===== src/rtl/psp_pkg.sv =====
// Shared types and constants of the point to segment proximity test.
`default_nettype none
package psp_pkg;
  localparam int TOL_BITS  = 27;
  localparam int DIST_BITS = 27;
  localparam logic [DIST_BITS-1:0] DIST_MAX = {DIST_BITS{1'b1}};
  localparam logic [TOL_BITS-1:0]  TOL_RESET = TOL_BITS'(256);

  // Result status codes; ST_FAR also marks an item still in range before the compare.
  localparam logic [1:0] ST_DEGEN   = 2'd0;
  localparam logic [1:0] ST_OUTSIDE = 2'd1;
  localparam logic [1:0] ST_FAR     = 2'd2;
  localparam logic [1:0] ST_MATCH   = 2'd3;

  // Register addresses.
  localparam logic [1:0] ADDR_TOLERANCE = 2'd0;

  // Control that travels with each item down the pipeline.
  typedef struct packed {
    logic       valid;
    logic [1:0] kind;
    logic       lam_one;
  } psp_ctl_t;
endpackage
`default_nettype wire


===== src/rtl/psp_back.sv =====
// Back end: projected error per axis, L1 sum, saturation and status.
`default_nettype none
module psp_back import psp_pkg::*; #(
  parameter int C = 24,
  parameter int F = 16
) (
  input  wire logic                  clk,
  input  wire logic                  rst_n,
  input  wire logic                  en,
  input  psp_ctl_t                   ctl_i,
  input  wire logic [F-1:0]          quo_i,
  input  wire logic [3*(C+1)-1:0]    w_i,
  input  wire logic [3*(C+1)-1:0]    d_i,
  input  wire logic [TOL_BITS-1:0]   tolerance,
  output logic                       out_valid,
  output logic [1:0]                 out_status,
  output logic [DIST_BITS-1:0]       out_distance
);
  localparam int DW   = C + 1;
  localparam int MW   = F + 2 + DW;
  localparam int EW   = DW + F + 2;
  localparam int SUMW = EW + 2;
  localparam int HW   = SUMW - F;
  localparam int CW   = (HW > DIST_BITS ? HW : DIST_BITS) + 1;

  psp_ctl_t             ca_r, cb_r;
  logic signed [MW-1:0] prod_r [3];
  logic signed [DW-1:0] wa_r [3];
  logic [EW-1:0]        mag_r [3];
  logic signed [F+1:0]  lam;
  logic signed [EW-1:0] err [3];
  logic [SUMW-1:0]      sum;
  logic [CW-1:0]        dist_w;
  logic [DIST_BITS-1:0] dist_sat;

  function automatic logic signed [F+1:0] ca_lam(input logic one, input logic [F-1:0] q);
    logic signed [F+1:0] r;
    r = one ? (F+2)'(1) <<< F : $signed({2'b00, q});
    return r;
  endfunction

  // Lambda as a signed operand; exactly one is a special code.
  assign lam = ca_lam(ctl_i.lam_one, quo_i);

  // Stage A: lambda times direction.
  always_ff @(posedge clk) begin
    if (!rst_n) begin
      ca_r.valid <= 1'b0;
    end else if (en) begin
      ca_r.valid <= ctl_i.valid;
    end
    if (en) begin
      ca_r.kind    <= ctl_i.kind;
      ca_r.lam_one <= ctl_i.lam_one;
      for (int i = 0; i < 3; i++) begin
        prod_r[i] <= lam * $signed(d_i[i*DW +: DW]);
        wa_r[i]   <= $signed(w_i[i*DW +: DW]);
      end
    end
  end

  // Stage B: exact per-axis error and its magnitude.
  always_comb begin
    for (int i = 0; i < 3; i++) begin
      err[i] = (EW'(wa_r[i]) <<< F) - EW'(prod_r[i]);
    end
  end

  always_ff @(posedge clk) begin
    if (!rst_n) begin
      cb_r.valid <= 1'b0;
    end else if (en) begin
      cb_r.valid <= ca_r.valid;
    end
    if (en) begin
      cb_r.kind    <= ca_r.kind;
      cb_r.lam_one <= ca_r.lam_one;
      for (int i = 0; i < 3; i++) begin
        mag_r[i] <= err[i][EW-1] ? EW'(-err[i]) : EW'(err[i]);
      end
    end
  end

  // Stage C: L1 sum, truncation to Q.8, saturation and tolerance compare.
  always_comb begin
    sum      = SUMW'(mag_r[0]) + SUMW'(mag_r[1]) + SUMW'(mag_r[2]);
    dist_w   = CW'(sum[SUMW-1:F]);
    dist_sat = (dist_w > CW'(DIST_MAX)) ? DIST_MAX : dist_w[DIST_BITS-1:0];
  end

  always_ff @(posedge clk) begin
    if (!rst_n) begin
      out_valid <= 1'b0;
    end else if (en) begin
      out_valid <= cb_r.valid;
    end
    if (en) begin
      if (cb_r.kind == ST_FAR) begin
        out_status   <= (dist_sat < tolerance) ? ST_MATCH : ST_FAR;
        out_distance <= dist_sat;
      end else begin
        out_status   <= cb_r.kind;
        out_distance <= '0;
      end
    end
  end
endmodule
`default_nettype wire

===== config.mk =====
export PLATFORM = sky130hd
export DESIGN_NAME = psp_back
export DESIGN_NICKNAME = d
export VERILOG_FILES = /design/src/rtl/psp_pkg.sv /design/src/rtl/psp_back.sv
export SDC_FILE = /design/constraint.sdc
export NUM_CORES = 2
export LEC_CHECK = 0
export BUFFER_PORTS_ARGS = -buffer_cell sky130_fd_sc_hd__buf_4
export CORE_ASPECT_RATIO = 1.75
export CORE_MARGIN = 1
export CORE_UTILIZATION = 30
export DETAILED_ROUTE_END_ITERATION = 16
export GPL_ROUTABILITY_DRIVEN = 0
export PLACE_DENSITY_LB_ADDON = 0.15
export SLEW_MARGIN = 40
export SYNTH_ARGS = -nofsm -noshare
export SYNTH_HDL_FRONTEND = slang
export SYNTH_SLANG_ARGS = --single-unit

===== constraint.sdc =====
create_clock -name clk -period 8.95 [get_ports clk]
set_input_delay 2.685 -clock clk [delete_from_list [all_inputs] [get_ports clk]]
set_output_delay 2.685 -clock clk [all_outputs]
set_load 0.01 [all_outputs]

### Yosys cells after proc, flatten, opt, wreduce, memory -nomap -nowiden

Memory sizes are Yosys's and may differ from the RTL's.
Cells that the tools add are included.

* div/mod/pow operators: 0
* multiply operators: 3
* reduce and logical (&&, ||, !) cells: 0
* eq/ne operators: 1
* shift operators: 0
* bitwise logic cells: 0
* $lt $le $gt $ge: 2
* muxes and demuxes: 9
* add/subtract/negate cells: 8

Operators with widths (count)
* multiplier 18 x 25 -> 43 bit: 3
* two-way mux 43 bit: 3
* negator 43 bit: 3
* subtractor 41 x 43 -> 43 bit: 3
* adder 44 x 43 -> 45 bit: 1
* adder 43 x 43 -> 44 bit: 1
* > comparator 29 x 27 -> 1 bit, second input constant: 1
* < comparator 27 bit: 1
* two-way mux 27 bit: 1
* two-way mux 17 bit: 1
* two-way mux 1 bit: 3
* equality test 2 bit, second input constant: 1
* two-way mux 2 bit: 1

* logic and storage cells: 33
* register bits after elaboration: 36
* memories kept: 3
* bits in latches: 0
* bits of input ports: 200
* output and inout bits: 30
* memory bits (writable): 333
* ROM bits: 0

Memories
* mag_r: depth 3, width 43, read ports 3, clocked after memory_dff 0, wr ports 3, line psp_back.sv:29 `logic [EW-1:0] mag_r [3];`
* prod_r: depth 3, width 43, read ports 3, clocked after memory_dff 0, wr ports 3, line psp_back.sv:27 `logic signed [MW-1:0] prod_r [3];`
* wa_r: depth 3, width 25, read ports 3, clocked after memory_dff 0, wr ports 3, line psp_back.sv:28 `logic signed [DW-1:0] wa_r [3];`

### Depth between registers and ports, before layout

An unclocked memory read counts as a cell.

* depth in word-level cells: 8
* depth in mapped cells: 29
* mapped depth without buffers: 28

### Worst setup path after synthesis

OpenSTA, ideal clock, no wires.

* kind: input -> register
* start point: input ctl_i[0] in the netlist's numbering
* end point: memory prod_r[0][117] in the netlist's numbering (data pin)
* arrival: 9.354 ns
* stages: 25
* buffers on the path: 3
* data required time: 8.815 ns
* slack: -0.540 ns
* library setup time: 0.135 ns
* cells stage by stage: clkbuf_1 nor2b_1 clkbuf_1 clkbuf_1 nand2_1 fa_1 inv_1 fa_1 inv_1 fa_1 fa_1 inv_1 fa_1 fa_1 ha_1 a21o_1 a21o_1 a21o_1 a21oi_1 a21oi_1 a221o_1 a21oi_1 o21ai_0 or4b_2 nand3_1

RTL lines
* start: declaration: line psp_back.sv:10 `input psp_ctl_t ctl_i,`
* end: declaration: line psp_back.sv:27

==> flow_summary.yaml <==
run_status:
  status: "finished clean"
global_route:
  grt_overflow_total: 0
  antenna_found_initial: 13
  grt_pass1_wl_um: 332000
  grt_usage_pct: 19.2
  grt_max_degree: 129
  first_global_vias: 55400
drt:
  dr.pass1.iters: 5
  detail-route-antenna-nets: 0
  avgViaCountPerCell: 4.62
  drtIter0Drc: 2485
  wl_per_cell_um: 20.2
  drc: 0
  via_count: 50000
  drt_wl_total_um: 219000
setup_path:
  setup.worst_path.class: "in2reg"
  cp.required_ns: 9.31
  worstReg2RegEnd: "out_status[0]$_DFFE_PP_"
  cp-end-kind: "flip-flop"
  worstRegToRegCells: 27
  rrSetupSlack_ns: 2.17
  crit_path_max_fanout: 17
  crit_path_start_kind: "primary input"
  startpoint: "ctl_i[0]"
  r2r_start: "mag_r[0][11]$_DFFE_PP_"
  worst_ep_arrival_time_ns: 9.11
placement:
  portBuffers: 229
  dpl_cell_area_um2: 77500
  dp_hpwl_um: 186000
synthesis:
  ys.flop_type: "edfxtp_1"
  synth_top_area_cell: "fa_1"
  synth_area_um2: 68200
  ys_async_sr_fraction_pct: 0
  syn-num-nets: 9131
  seq_area_frac_synth_pct: 16.2
  synthTopCellsByArea: "fa_1 38%, edfxtp_1 16%, inv_1 8.6%"
  synth_top_area_share_pct: 37.9
  ys_warn_count: 0
  netlist_instances: 7180
  ys_seq_elements: 369
  synth_edf_count: 366
  synth.avg_cell_area_um2: 9.50
  ys_types: 101
sta:
  hold_violations: 0
  whs_ns: 0.430
  skew_ns: 0.0303
  fin_crit_ns: 8.76
  worst_pin_slew_ns: 0.881
  post-route-period-util_pct: 97.8
  max_freq_mhz: 114
  slew_violations: 0
  finalSetupViolCount: 0
  slew_headroom_pct: 41.2
finish:
  postLayoutCellArea_um2: 79300
  area_growth_pct: 16.3
  final_nets: 9714
  layout_commonest_cell: "inv_1"
  fillers: 23400
  final_cell_mix: "1571 x inv_1, 1289 x fa_1, 956 x nand2_1"
  drive_gt1_share_pct: 12.5
clocking:
  clk_pin_slew_worst_paths_ns: 0.06
  cts_tree: "done"
  clock-sinks: 369
  cts_buffers: 41
  cts_max_level: 2
  max-clock-path-buffers: 3
  clk_latency_ns: 0.63
  ctsRootBufferMaster: "clkbuf_16"
hold_path:
  min_from: "ca_r[1]$_DFFE_PP_"
  min_path_type: "reg2reg"
  min_to: "cb_r[1]$_DFFE_PP_"
  hold_depth: 0
pwr:
  powerDensity_nw_per_um2: 445
  peakVddDrop_mv: 0.379
  p_leak_nw: 37.3
floorplan:
  die_area_um2: 229000
  num_rows: 231
  core_um2: 226000
  ioPinCount: 230
  fp.dieH_um: 633
  start_util_pct: 30.2
  die_x_um: 362
run:
  drv_cap: 0
-- Yosys cell counts, types with 53 or more instances --
cell,n
nor2b_1,77
clkbuf_1,247
nand3_1,53
o21ai_0,142
xor2_1,117
fa_1,1290
xnor2_1,265
and2_1,506
edfxtp_1,366
ha_1,461
nor2_1,177
a21o_1,120
nand2_1,956
a21oi_1,239
inv_1,1571
-- worst max path at each step --
stage,endpoint,slack (ns),depth (start not counted)
after global placement,prod_r[0][31]$_DFFE_PP_,-0.69,30
final,prod_r[0][41]$_DFFE_PP_,0.19,27
after floorplan,prod_r[0][117]$_DFFE_PP_,-0.0007,26
after detailed placement,prod_r[0][31]$_DFFE_PP_,-0.72,30
after global routing,prod_r[0][41]$_DFFE_PP_,-0.03,27
after CTS,prod_r[0][41]$_DFFE_PP_,0.11,31
-- timing repair --
item                       CTS  global route
gates cloned                 0             3
hold buffers                 0             0
pin swaps                    1             7
setup endpoints to repair    2            29
setup buffers                1            11
resized for setup            0            34
-- worst max-delay path, cell delays in order --
cell,delay [ns]
buf_6,0.16
nor2b_4,0.20
buf_12,0.19
buf_12,0.15
nand2_1,0.08
fa_1,0.54
inv_1,0.05
fa_1,0.53
inv_1,0.05
fa_1,0.53
fa_1,0.52
fa_1,0.49
inv_1,0.05
fa_1,0.43
ha_1,0.30
a21o_1,0.18
a21o_1,0.18
a21o_1,0.18
a221oi_1,0.32
o21ai_1,0.14
nor3_2,0.22
a21oi_2,0.10
a211o_1,0.28
a21oi_2,0.16
o21bai_1,0.07
a21oi_1,0.17
xnor2_1,0.09
-- layer usage --
| layer | vias to the layer above | part of all wire [%] | global-route usage (%) |
|---|---|---|---|
| li1 | 23300 | - | - |
| met2 | 885 | 52 | 35.3 |
| met4 | 14 | 6.1 | 10.3 |
| met5 | - | 0.041 | 0 |
| met1 | 25500 | 39 | 21.9 |
| met3 | 332 | 2.7 | 1.52 |
-- registers in the layout (all words and copies together) (netlist names) --
register,flops
ca_r,3
cb_r,3
mag_r,129
out_distance,27
out_status,2
out_valid,1
prod_r,129
wa_r,75
-- logic make-up (layout without fill, tap and decap cells) --
family | Yosys count | after routing | share of synthesized area [%]
AO/OA/AOI/OAI | 765 | 765 | 7.17
XOR/XNOR | 382 | 382 | 4.91
adder cells (fa/ha/maj) | 1751 | 1751 | 46.3
buffers and inverters | 1835 | 2449 | 10.2
flip-flops | 369 | 369 | 16.2
multiplexers | 9 | 9 | 0.134
other | 0 | 6 | 0
AND/OR/NAND/NOR | 2069 | 2069 | 15.1
-- where the power goes --
part	internal (mW)	switching (mW)	leakage (nW)	total, mW
combinational	13.2	15.6	33.0	28.8
sequential	3.82	0.811	3.62	4.63
clock	1.07	0.781	0.689	1.85
-- cell type report --
type	count	area (um^2)	share of cell area [%]
antenna	6	15.0	0.0189
clock buffer	45	1060	1.34
clock inverter	29	364	0.459
inverter	1572	5900	7.44
multi-input combinational	4976	50600	63.7
sequential	369	11100	13.9
tap	3029	3790	4.78
timing repair buffer	803	6580	8.30
-- metrics by stage --
stage | instances | util, % | setup WS [ns] | TNS [ns] | power, mW
5_1_grt | 10800 | 35.1 | -0.0280 | -0.0421 | 38.9
3_3_place_gp | 10700 | 34.3 | -0.687 | -14.79 | 33.3
4_1_cts | 10800 | 34.9 | 0.110 | 0 | 35.6
3_5_place_dp | 10700 | 34.3 | -0.723 | -16.50 | 33.5
6_report | 10800 | 35.1 | 0.193 | 0 | 35.3
2_1_floorplan | 7180 | - | -0.000676 | -0.000676 | 22.2
Power figures use the tool's default switching activity.
